**src/sv/wfsc_pkg.sv**
```systemverilog
`timescale 1ns / 1ps
package wfsc_pkg;

	localparam int SENSOR_BITS_DEF = 12;
	localparam int CFG_W = 12;
	localparam int CFG_IW = 3;

	localparam logic [CFG_IW-1:0] REG_FOLLOW_RIGHT = 3'd0;
	localparam logic [CFG_IW-1:0] REG_WALL_LOW     = 3'd1;
	localparam logic [CFG_IW-1:0] REG_WALL_HIGH    = 3'd2;
	localparam logic [CFG_IW-1:0] REG_FRONT_TH     = 3'd3;
	localparam logic [CFG_IW-1:0] REG_SIDE_TH      = 3'd4;

	localparam logic [1:0] CMD_DRIVE  = 2'd0;
	localparam logic [1:0] CMD_BACKUP = 2'd1;
	localparam logic [1:0] CMD_TURN   = 2'd2;

	localparam int STEP_LIMIT = 12500;

	typedef struct packed {
		logic load;
		logic start1;
		logic apply1;
		logic start2;
		logic apply2;
		logic start3;
		logic finish;
		logic pop;
	} wfsc_cmd_t;

	typedef struct packed {
		logic busy;
		logic last;
	} wfsc_sts_t;

	typedef struct packed {
		logic [1:0]  command;
		logic [8:0]  backup;
		logic [10:0] turn;
		logic [5:0]  lspd;
		logic [5:0]  rspd;
		logic        last;
	} wfsc_res_t;

endpackage

```
**src/sv/wall_follow_speed_control.sv**
```systemverilog
`timescale 1ns / 1ps
// an item is taken in idle, then passes three start and wait steps: the bump handling, the error
// ratio by one serial division pass of SENSOR_BITS+7 bits with the lost-wall check, and the speeds
// then its results (1 to 3) are emitted; no new item is taken until the last result is out
// the next item can be taken at the earliest the cycle after the last result of the previous one
// reset: asynchronous, active low; restores register defaults, target 400, zero previous error and history
module wall_follow_speed_control import wfsc_pkg::*; #(
	parameter int SENSOR_BITS = SENSOR_BITS_DEF
) (
	input  logic                   clk,
	input  logic                   arst_n,
	input  logic                   cfg_write,
	input  logic [CFG_IW-1:0]      cfg_index,
	input  logic [CFG_W-1:0]       cfg_data,
	input  logic                   in_valid,
	output logic                   in_stall,
	input  logic [SENSOR_BITS-1:0] wall_level,
	input  logic                   left_bump,
	input  logic                   right_bump,
	input  logic [SENSOR_BITS-1:0] front_level,
	input  logic [SENSOR_BITS-1:0] side_level,
	input  logic                   wall_near,
	input  logic [15:0]            wheel_steps,
	output logic                   out_valid,
	input  logic                   out_stall,
	output logic [1:0]             command,
	output logic [8:0]             backup_distance,
	output logic [10:0]            turn_angle,
	output logic [5:0]             left_speed,
	output logic [5:0]             right_speed,
	output logic                   last
);

	wfsc_cmd_t cmd;
	wfsc_sts_t sts;
	wfsc_res_t res;

	wfsc_ctrl u_ctrl (
		.clk(clk), .arst_n(arst_n), .in_valid(in_valid), .out_stall(out_stall),
		.sts(sts), .cmd(cmd), .in_stall(in_stall), .out_valid(out_valid)
	);

	wfsc_dp #(.SENSOR_BITS(SENSOR_BITS)) u_dp (
		.clk(clk), .arst_n(arst_n), .cmd(cmd), .sts(sts),
		.cfg_write(cfg_write), .cfg_index(cfg_index), .cfg_data(cfg_data),
		.wall_level(wall_level), .left_bump(left_bump), .right_bump(right_bump),
		.front_level(front_level), .side_level(side_level), .wall_near(wall_near),
		.wheel_steps(wheel_steps), .res(res)
	);

	assign command         = res.command;
	assign backup_distance = res.backup;
	assign turn_angle      = res.turn;
	assign left_speed      = res.lspd;
	assign right_speed     = res.rspd;
	assign last            = res.last;

	// never take an item while results are pending
	a_no_overlap: assert property (@(posedge clk) disable iff (!arst_n)
		!in_stall |-> !out_valid) else $error("input open during output");

	a_accept_busy: assert property (@(posedge clk) disable iff (!arst_n)
		(in_valid && !in_stall) |=> (in_stall && !out_valid))
		else $error("item taken but block not busy");

	a_last_ends: assert property (@(posedge clk) disable iff (!arst_n)
		(out_valid && !out_stall && last) |=> !out_valid)
		else $error("results continue after last");

endmodule

```
**src/sv/wfsc_div.sv**
```systemverilog
`timescale 1ns / 1ps
module wfsc_div import wfsc_pkg::*; #(
	parameter int NW = 8,
	parameter int DW = 4
) (
	input  logic          clk,
	input  logic          arst_n,
	input  logic          start,
	input  logic [NW-1:0] dividend,
	input  logic [DW-1:0] divisor,
	output logic          busy,
	output logic [NW-1:0] quotient
);

	localparam int CNW = $clog2(NW + 1);

	logic [DW-1:0]  rem_q;
	logic [NW-1:0]  quo_q;
	logic [DW-1:0]  dsr_q;
	logic [CNW-1:0] cnt_q;
	logic           busy_q;
	logic [DW:0]    trial;
	logic [DW:0]    diff;
	logic           ge;

	assign trial = {rem_q, quo_q[NW-1]};
	assign diff  = trial - {1'b0, dsr_q};
	assign ge    = trial >= {1'b0, dsr_q};

	always_ff @(posedge clk or negedge arst_n) begin
		if (!arst_n) begin
			busy_q <= 1'b0;
			cnt_q  <= '0;
		end else if (start) begin
			busy_q <= 1'b1;
			cnt_q  <= CNW'(NW);
		end else if (busy_q) begin
			cnt_q <= cnt_q - CNW'(1);
			if (cnt_q == CNW'(1)) begin
				busy_q <= 1'b0;
			end
		end
	end

	// restoring long division, one quotient bit per cycle
	always_ff @(posedge clk) begin
		if (start) begin
			rem_q <= '0;
			quo_q <= dividend;
			dsr_q <= divisor;
		end else if (busy_q) begin
			rem_q <= ge ? diff[DW-1:0] : trial[DW-1:0];
			quo_q <= {quo_q[NW-2:0], ge};
		end
	end

	assign busy     = busy_q;
	assign quotient = quo_q;

endmodule

```
**src/sv/wfsc_ctrl.sv**
```systemverilog
`timescale 1ns / 1ps
module wfsc_ctrl import wfsc_pkg::*; (
	input  logic      clk,
	input  logic      arst_n,
	input  logic      in_valid,
	input  logic      out_stall,
	input  wfsc_sts_t sts,
	output wfsc_cmd_t cmd,
	output logic      in_stall,
	output logic      out_valid
);

	typedef enum logic [7:0] {
		ST_IDLE = 8'b0000_0001,
		ST_S1   = 8'b0000_0010,
		ST_W1   = 8'b0000_0100,
		ST_S2   = 8'b0000_1000,
		ST_W2   = 8'b0001_0000,
		ST_S3   = 8'b0010_0000,
		ST_W3   = 8'b0100_0000,
		ST_EMIT = 8'b1000_0000
	} state_t;

	state_t state_q, state_d;

	always_comb begin
		state_d = state_q;
		cmd     = '0;
		case (state_q)
			ST_IDLE: begin
				if (in_valid) begin
					cmd.load = 1'b1;
					state_d  = ST_S1;
				end
			end
			ST_S1: begin
				cmd.start1 = 1'b1;
				state_d    = ST_W1;
			end
			ST_W1: begin
				if (!sts.busy) begin
					cmd.apply1 = 1'b1;
					state_d    = ST_S2;
				end
			end
			ST_S2: begin
				cmd.start2 = 1'b1;
				state_d    = ST_W2;
			end
			ST_W2: begin
				if (!sts.busy) begin
					cmd.apply2 = 1'b1;
					state_d    = ST_S3;
				end
			end
			ST_S3: begin
				cmd.start3 = 1'b1;
				state_d    = ST_W3;
			end
			ST_W3: begin
				if (!sts.busy) begin
					cmd.finish = 1'b1;
					state_d    = ST_EMIT;
				end
			end
			ST_EMIT: begin
				if (!out_stall) begin
					cmd.pop = 1'b1;
					if (sts.last) begin
						state_d = ST_IDLE;
					end
				end
			end
			default: state_d = ST_IDLE;
		endcase
	end

	always_ff @(posedge clk or negedge arst_n) begin
		if (!arst_n) begin
			state_q <= ST_IDLE;
		end else begin
			state_q <= state_d;
		end
	end

	assign in_stall  = state_q != ST_IDLE;
	assign out_valid = state_q == ST_EMIT;

endmodule

```
**src/sv/wfsc_dp.sv**
```systemverilog
`timescale 1ns / 1ps
module wfsc_dp import wfsc_pkg::*; #(
	parameter int SENSOR_BITS = SENSOR_BITS_DEF
) (
	input  logic                   clk,
	input  logic                   arst_n,
	input  wfsc_cmd_t              cmd,
	output wfsc_sts_t              sts,
	input  logic                   cfg_write,
	input  logic [CFG_IW-1:0]      cfg_index,
	input  logic [CFG_W-1:0]       cfg_data,
	input  logic [SENSOR_BITS-1:0] wall_level,
	input  logic                   left_bump,
	input  logic                   right_bump,
	input  logic [SENSOR_BITS-1:0] front_level,
	input  logic [SENSOR_BITS-1:0] side_level,
	input  logic                   wall_near,
	input  logic [15:0]            wheel_steps,
	output wfsc_res_t              res
);

	localparam int SB = SENSOR_BITS;
	localparam int QW = SB + 7;
	localparam int TW = (SB > 13) ? SB : 13;
	localparam int MW = 22;
	localparam int CW = SB + 2;
	localparam int SW = 26;

	// reciprocals ceil(2^27 / c), exact for operands below 2^22
	localparam logic [25:0] RCP_3  = 26'd44739243;
	localparam logic [25:0] RCP_5  = 26'd26843546;
	localparam logic [25:0] RCP_10 = 26'd13421773;
	localparam logic [25:0] RCP_12 = 26'd11184811;
	localparam logic [25:0] RCP_18 = 26'd7456541;
	localparam logic [25:0] RCP_22 = 26'd6100806;
	localparam logic [25:0] RCP_25 = 26'd5368710;

	function automatic logic [MW-1:0] cdiv(input logic [MW-1:0] x, input logic [25:0] m);
		logic [47:0] prod;
		prod = 48'(x) * 48'(m);
		return {1'b0, prod[47:27]};
	endfunction

	// configuration
	logic             right_q;
	logic [CFG_W-1:0] low_q, high_q, fth_q, sth_q;

	always_ff @(posedge clk or negedge arst_n) begin
		if (!arst_n) begin
			right_q <= 1'b0;
			low_q   <= 12'd200;
			high_q  <= 12'd800;
			fth_q   <= 12'd1000;
			sth_q   <= 12'd1000;
		end else if (cfg_write) begin
			case (cfg_index)
				REG_FOLLOW_RIGHT: right_q <= cfg_data[0];
				REG_WALL_LOW:     low_q   <= cfg_data;
				REG_WALL_HIGH:    high_q  <= cfg_data;
				REG_FRONT_TH:     fth_q   <= cfg_data;
				REG_SIDE_TH:      sth_q   <= cfg_data;
				default: ;
			endcase
		end
	end

	// latched item
	logic [SB-1:0] wall_q, front_q, side_q;
	logic          lb_q, rb_q, near_q;
	logic [15:0]   steps_q;

	always_ff @(posedge clk) begin
		if (cmd.load) begin
			wall_q  <= wall_level;
			lb_q    <= left_bump;
			rb_q    <= right_bump;
			front_q <= front_level;
			side_q  <= side_level;
			near_q  <= wall_near;
			steps_q <= wheel_steps;
		end
	end

	logic nearb, farb;
	assign nearb = right_q ? rb_q : lb_q;
	assign farb  = right_q ? lb_q : rb_q;

	// state
	logic [11:0]        target_q;
	logic signed [20:0] prev_q;
	logic [SB-1:0]      hist_q [0:2];
	logic signed [20:0] p_q;
	logic signed [21:0] d_q;
	logic               hi;

	assign hi = target_q > 12'd300;

	// serial divider for the error ratio, constant divisions by reciprocal
	logic [QW-1:0] a_dvd, qa;
	logic [11:0]   a_dsr;
	logic [MW-1:0] p_mag, d_mag;
	logic [MW-1:0] lim_q, qb_q, qc_q, qd_q;
	logic [SB-1:0] w3_q;
	logic          a_busy;

	assign p_mag = p_q[20] ? MW'(-{p_q[20], p_q}) : MW'({1'b0, p_q});
	assign d_mag = d_q[21] ? MW'(-d_q) : MW'(d_q);

	assign a_dvd = QW'(wall_q) * QW'(100);
	assign a_dsr = (target_q == 12'd0) ? 12'd1 : target_q;

	wfsc_div #(.NW(QW), .DW(12)) u_div_a (
		.clk(clk), .arst_n(arst_n), .start(cmd.start2),
		.dividend(a_dvd), .divisor(a_dsr), .busy(a_busy), .quotient(qa)
	);

	always_ff @(posedge clk) begin
		if (cmd.start1) w3_q <= SB'(cdiv(MW'(wall_q), RCP_3));
		if (cmd.start2) lim_q <= cdiv(MW'(target_q), RCP_25);
		if (cmd.start3) begin
			qb_q <= cdiv(p_mag, hi ? RCP_12 : RCP_22);
			qc_q <= cdiv(d_mag, hi ? RCP_5 : RCP_10);
			qd_q <= cdiv(p_mag, hi ? RCP_10 : RCP_18);
		end
	end

	// bump target update
	logic [TW-1:0] tsel, tlo, tcl;
	always_comb begin
		tsel = (TW'(wall_q) > TW'(low_q)) ? TW'(w3_q) : TW'(target_q) + TW'(200);
		tlo  = (tsel < TW'(low_q)) ? TW'(low_q) : tsel;
		tcl  = (tlo > TW'(high_q)) ? TW'(high_q) : tlo;
	end

	// lost wall and error terms
	logic                 hist_on, lost;
	logic signed [CW-1:0] dif1, dif2, lim;
	logic signed [31:0]   pw;
	logic signed [20:0]   p_sat;
	always_comb begin
		hist_on = target_q >= 12'd200;
		lim     = $signed({1'b0, lim_q[CW-2:0]});
		dif1    = $signed(CW'(hist_q[0])) - $signed(CW'(wall_q));
		dif2    = $signed(CW'(hist_q[1])) - $signed(CW'(hist_q[0]));
		lost    = (wall_q < SB'(100)) && (dif1 > lim) && (dif2 > lim);
		pw      = $signed({{(32-QW){1'b0}}, qa}) - 32'sd100;
		if (pw > 32'sd1048575) begin
			p_sat = 21'sd1048575;
		end else if (pw < -32'sd1048576) begin
			p_sat = -21'sd1048576;
		end else begin
			p_sat = pw[20:0];
		end
	end

	// wheel speeds
	logic signed [SW-1:0] vp1, vp2, vd, fs, os;
	logic [5:0]           fs6, os6;
	logic [10:0]          ang;
	logic                 front_clr;
	always_comb begin
		vp1 = p_q[20] ? -$signed(SW'(qb_q)) : $signed(SW'(qb_q));
		vp2 = p_q[20] ? -$signed(SW'(qd_q)) : $signed(SW'(qd_q));
		vd  = d_q[21] ? -$signed(SW'(qc_q)) : $signed(SW'(qc_q));
		if (hi) begin
			fs = SW'(25) + vp1 + vd;
			os = SW'(25) - vp2 - vd;
			if (os > SW'(33)) begin
				fs = SW'(5);
				os = SW'(33);
			end
		end else begin
			fs = SW'(15) + vp1 + vd;
			os = SW'(15) - vp2 - vd;
			if (os > SW'(18)) begin
				fs = SW'(5);
				os = SW'(18);
			end
			if (fs > SW'(20)) fs = SW'(20);
			if (fs < SW'(4)) fs = SW'(4);
			if (os < SW'(4)) os = SW'(4);
			if (fs - os > SW'(5)) fs = os + SW'(5);
		end
		// halve toward zero
		if (near_q) begin
			fs = (fs + (fs[SW-1] ? SW'(1) : SW'(0))) >>> 1;
			os = (os + (os[SW-1] ? SW'(1) : SW'(0))) >>> 1;
		end
		if (fs < SW'(0)) fs = SW'(0);
		if (fs > SW'(40)) fs = SW'(40);
		if (os < SW'(0)) os = SW'(0);
		fs6 = fs[5:0];
		os6 = os[5:0];
		front_clr = TW'(front_q) < TW'(fth_q);
		if (steps_q < 16'(STEP_LIMIT)) begin
			ang = (TW'(front_q) > TW'(fth_q)) ? 11'd800 : 11'd400;
		end else begin
			ang = 11'd900;
		end
	end

	// result slots
	wfsc_res_t res_q [0:2];
	logic [1:0] wr_q, idx_q;

	always_ff @(posedge clk or negedge arst_n) begin
		if (!arst_n) begin
			target_q <= 12'd400;
			prev_q   <= '0;
			for (int i = 0; i < 3; i++) hist_q[i] <= '0;
			wr_q     <= '0;
			idx_q    <= '0;
		end else begin
			if (cmd.load) begin
				wr_q  <= '0;
				idx_q <= '0;
			end
			if (cmd.apply1) begin
				if (nearb) begin
					target_q <= tcl[11:0];
					for (int i = 0; i < 3; i++) hist_q[i] <= '0;
				end
				if (nearb || farb) wr_q <= wr_q + 2'd1;
			end
			if (cmd.apply2 && hist_on) begin
				hist_q[0] <= wall_q;
				hist_q[1] <= hist_q[0];
				hist_q[2] <= hist_q[1];
				if (lost) wr_q <= wr_q + 2'd1;
			end
			if (cmd.finish) begin
				wr_q <= wr_q + 2'd1;
				if (front_clr) begin
					prev_q <= p_q;
					if ((TW'(side_q) > TW'(sth_q)) && (target_q < high_q)) begin
						target_q <= target_q + 12'd1;
					end
				end else begin
					target_q <= high_q;
				end
			end
			if (cmd.pop) idx_q <= idx_q + 2'd1;
		end
	end

	always_ff @(posedge clk) begin
		if (cmd.apply1) begin
			if (nearb) begin
				res_q[wr_q] <= '{CMD_BACKUP, 9'd350, farb ? 11'd900 : 11'd300,
					6'd10, 6'd10, 1'b0};
			end else if (farb) begin
				res_q[wr_q] <= '{CMD_BACKUP, 9'd100, 11'd1350, 6'd15, 6'd15, 1'b0};
			end
		end
		if (cmd.apply2) begin
			p_q <= p_sat;
			d_q <= {p_sat[20], p_sat} - {prev_q[20], prev_q};
			if (hist_on && lost) begin
				res_q[wr_q] <= '{CMD_DRIVE, 9'd0, 11'd0, 6'd18, 6'd16, 1'b0};
			end
		end
		if (cmd.finish) begin
			if (front_clr) begin
				res_q[wr_q] <= '{CMD_DRIVE, 9'd0, 11'd0, right_q ? os6 : fs6,
					right_q ? fs6 : os6, 1'b1};
			end else begin
				res_q[wr_q] <= '{CMD_TURN, 9'd0, ang, 6'd15, 6'd15, 1'b1};
			end
		end
	end

	assign res      = res_q[idx_q];
	assign sts.busy = a_busy;
	assign sts.last = idx_q == (wr_q - 2'd1);

endmodule
```
**config.mk**
```make
export PLATFORM = sky130hd
export DESIGN_NAME = wall_follow_speed_control
export DESIGN_NICKNAME = d
export VERILOG_FILES = /design/src/sv/wfsc_pkg.sv /design/src/sv/wall_follow_speed_control.sv /design/src/sv/wfsc_div.sv /design/src/sv/wfsc_ctrl.sv /design/src/sv/wfsc_dp.sv
export SDC_FILE = /design/constraint.sdc
export NUM_CORES = 2
export LEC_CHECK = 0
export CORE_MARGIN = 4
export CORE_UTILIZATION = 40
export DETAILED_ROUTE_END_ITERATION = 10
export DONT_BUFFER_PORTS = 1
export GPL_ROUTABILITY_DRIVEN = 0
export GPL_TIMING_DRIVEN = 0
export SKIP_CTS_REPAIR_TIMING = 1
export SLEW_MARGIN = 20
export SYNTH_ARGS = -nofsm -noshare
export SYNTH_HDL_FRONTEND = slang
export SYNTH_SLANG_ARGS = --single-unit
```
**constraint.sdc**
```tcl
create_clock -name clk -period 13.61 [get_ports clk]
set_input_delay 2.722 -clock clk [delete_from_list [all_inputs] [get_ports clk]]
set_output_delay 2.722 -clock clk [all_outputs]
set_load 0.005 [all_outputs]
```
==> metrics.txt <==
die height between 400 and 500 um; count of input and output buffers 0; FP Rows 150; # fillers 16,210; initial antenna violation count 2; io pins around 110; Die X approximately 420 um; post-synthesis register bit count about 420; actual slew at the worst max-slew pin 1.284 ns; Sink Count between 400 and 500; crit start category register; nets@finish 9,279; Netlist Area Pre-Place between 60,000 and 70,000 um^2; Area contributors post-synth fa_1 (25%), ha_1 (20%), edfxtp_1 (12%); leading area contributor after synthesis fa_1; DRT antenna net count 0; # DRC 0; CTS H-Tree Depth 2; clk_skew between 0.07 and 0.08 ns; Max FO, Critical Path 10; Syn Area/Cell about 9.5 um^2; Final Hold Violating Endpoints 0; fmax approximately 75 MHz; Synth Instances slightly above 7,000; dpl ws -2.439 ns; worst r2r path cells 48; area growth from synthesis to layout 8.945%; largest net degree at the start of global routing between 100 and 150; ys flop type edfxtp_1; DRT iter0 DRCs 3,986; Die ar. roughly 180,000 um^2; FF-to-FF End u_dp.res_q[1][1]; CP most frequent cell ha_1; CTS max path bufs 3; CTS tree yes; max-slew violations 0; drt total wl around 190,000 um; via count a little over 50,000; EDFF count, synth approximately 280; Initial Util around two fifths; Total GRT Usage 21.79%; layout cells sized above 1 5.998%; register area share after synthesis 17.43%; final setup fails 0; core area ~170,000 um^2; status finished, final reports clean; vias per inst 5.382; R2R Setup Slk approximately 0.33 ns; CP Data Required Time ~14 ns; Largest stage delay, worst path around 0.65 ns; critical path type reg2reg; clk root buf clkbuf_16; max cap viols 0; CP endpoint kind register; vias in the first global route slightly above 50,000; wire per inst about 20 um; worst min-delay path class reg2reg; crit path to u_dp.res_q[1][1]; worst reg2reg startpoint u_dp.qc_q[0]; crit share post-route between 90 and 100%; Clock transition at path regs around 0.060 ns; Crit-path slowest cell or4_1; asr flop ratio synth 29.74%; worst setup path startpoint u_dp.qc_q[0]; cts bufs inserted between 40 and 50; worst skew pair latency 0.65 ns; first-pass GRT wire length 297,800 um; drt pass-1 iters 9; Worst Path Arrival about 14 ns; Distinct cells, synth ~110; min cycle time layout about 13 ns; final worst setup slack 0.3348 ns; synth warn 0; hold slack around 0.49 ns; post-synth top area share ~25%; HPWL after detailed placement ~160,000 um; Slew HR between 10% and 20%; Remaining Overflow, GRT 0
synthesized netlist by cell type (12+ instances only):
| master | count |
|---|---|
| inv_1 | 1403 |
| edfxtp_1 | 279 |
| nand3_1 | 100 |
| o31a_1 | 13 |
| clkbuf_1 | 161 |
| a211o_1 | 15 |
| a22oi_1 | 17 |
| xor2_1 | 141 |
| nor4_1 | 41 |
| o21a_1 | 76 |
| ha_1 | 1093 |
| or3_1 | 44 |
| nand2b_1 | 62 |
| dfrtp_1 | 102 |
| xnor2_1 | 226 |
| o31ai_1 | 30 |
| fa_1 | 847 |
| nor3_1 | 104 |
| nor2b_1 | 50 |
| or2_2 | 32 |
| a21oi_1 | 253 |
| a31oi_1 | 22 |
| nor2_1 | 332 |
| o22ai_1 | 15 |
| o211ai_1 | 27 |
| mux2_2 | 18 |
| o41ai_1 | 18 |
| o21bai_1 | 33 |
| a211oi_1 | 45 |
| and4_1 | 13 |
| a21o_1 | 114 |
| o21ai_1 | 18 |
| a21boi_0 | 19 |
| buf_4 | 12 |
| nand4_1 | 61 |
| a2111oi_0 | 14 |
| o21ai_0 | 350 |
| dfstp_2 | 22 |
| and3_1 | 46 |
| dfxtp_1 | 14 |
| or4_1 | 26 |
| and2_1 | 47 |
| mux2i_1 | 42 |
| nand2_1 | 484 |
worst max-delay path, delay by kind of cell (launching register included):
| kind | cells | cell delay [ns] |
|---|---|---|
| AND/OR/NAND/NOR | 15 | 4.70 |
| AO/OA/AOI/OAI | 14 | 3.38 |
| adder cells (fa/ha/maj) | 7 | 2.31 |
| buffers and inverters | 9 | 1.52 |
| flip-flops | 1 | 0.59 |
| XOR/XNOR | 3 | 0.58 |
through the flow:
step	utilization, %	cell area, um^2	instances	TNS [ns]
detailed placement	42.32	70930	9390	-73.91
floorplan	-	67880	7171	0
CTS	43.32	72600	9480	-72.79
global route	43.95	73660	9508	-1.055
finish	43.95	73660	9509	0
global placement	42.14	70630	9375	-98.76
cell families after synthesis:
family	count (synthesis)	synth area share [%]
muxes	60	0.9215
other	2	0.01111
buffers and inverters	1602	8.980
xor gates and xnor gates	369	4.811
adders and majority gates	1940	45.30
DFF	417	17.43
AOI/OAI and AO/OA	1213	11.71
and+or+nand+nor	1499	10.83
sequential cells by signal, summed over array words and instances, names as in the netlist, 19 cells and up:
register               cells
u_dp.d_q                  22
u_dp.hist_q               24
u_dp.p_q                  21
u_dp.prev_q               21
u_dp.qb_q                 21
u_dp.qc_q                 21
u_dp.qd_q                 21
u_dp.res_q                72
u_dp.u_div_a.quotient     19
metal layers:
metal	GRT usage (%)	vias to the layer above	share of wire (%)
met5	0	-	0.061
met4	4.745	6	2.5
met3	4.037	279	7.6
met2	35.14	1648	45
met1	30.52	25350	45
li1	-	23900	-
cell type report:
class / count / area [um^2] / area share (%)
diodes: 2 / 5.005 / 0.006794
plain buffers: 173 / 758.2 / 1.029
clock buffers: 56 / 1282 / 1.741
clock inverters: 34 / 387.9 / 0.5265
inverters: 1407 / 5288 / 7.178
multi-input cells: 5152 / 50860 / 69.04
flip-flops and latches: 417 / 11790 / 16.01
well taps: 2204 / 2758 / 3.744
repair buffers: 64 / 539.3 / 0.7321
layout by cell type, fill, tap and decap left out, types with 25 or more instances in the layout:
cell	Yosys	routed
edfxtp_1	279	279
o21ai_0	350	339
clkbuf_2	0	28
o21a_1	76	76
or2_2	32	31
nand3_1	100	99
nand2_1	484	483
nand2b_1	62	61
or4_1	26	25
nand4_1	61	61
and3_1	46	45
nor3_1	104	99
buf_4	12	66
conb_1	2	71
a211oi_1	45	38
or3_1	44	44
nor2b_1	50	50
inv_1	1403	1401
clkbuf_1	161	114
o31ai_1	30	26
o21bai_1	33	33
xnor2_1	226	208
and2_1	47	44
mux2i_1	42	42
fa_1	847	847
nor4_1	41	38
nor2_1	332	326
a21oi_1	253	243
dfrtp_1	102	101
o211ai_1	27	27
xor2_1	141	124
clkbuf_16	0	49
a21o_1	114	114
ha_1	1093	1087
worst min path at each step:
stage	from	depth (start not counted)	slack, ns	end
6_report	u_dp.u_div_a.rem_q[11]	2	0.49	u_dp.u_div_a.rem_q[11]
5_1_grt	u_dp.u_div_a.rem_q[11]	2	0.52	u_dp.u_div_a.rem_q[11]
4_1_cts	u_dp.u_div_a.rem_q[11]	2	0.48	u_dp.u_div_a.rem_q[11]
3_5_place_dp	u_dp.u_div_a.rem_q[11]	2	0.47	u_dp.u_div_a.rem_q[11]
3_3_place_gp	u_dp.u_div_a.rem_q[11]	2	0.47	u_dp.u_div_a.rem_q[11]
2_1_floorplan	u_dp.u_div_a.rem_q[11]	2	0.45	u_dp.u_div_a.rem_q[11]
Power is left out: the tool's default activity adds up to more than one toggle a clock period on the data nets, which glitch-free logic cannot reach.
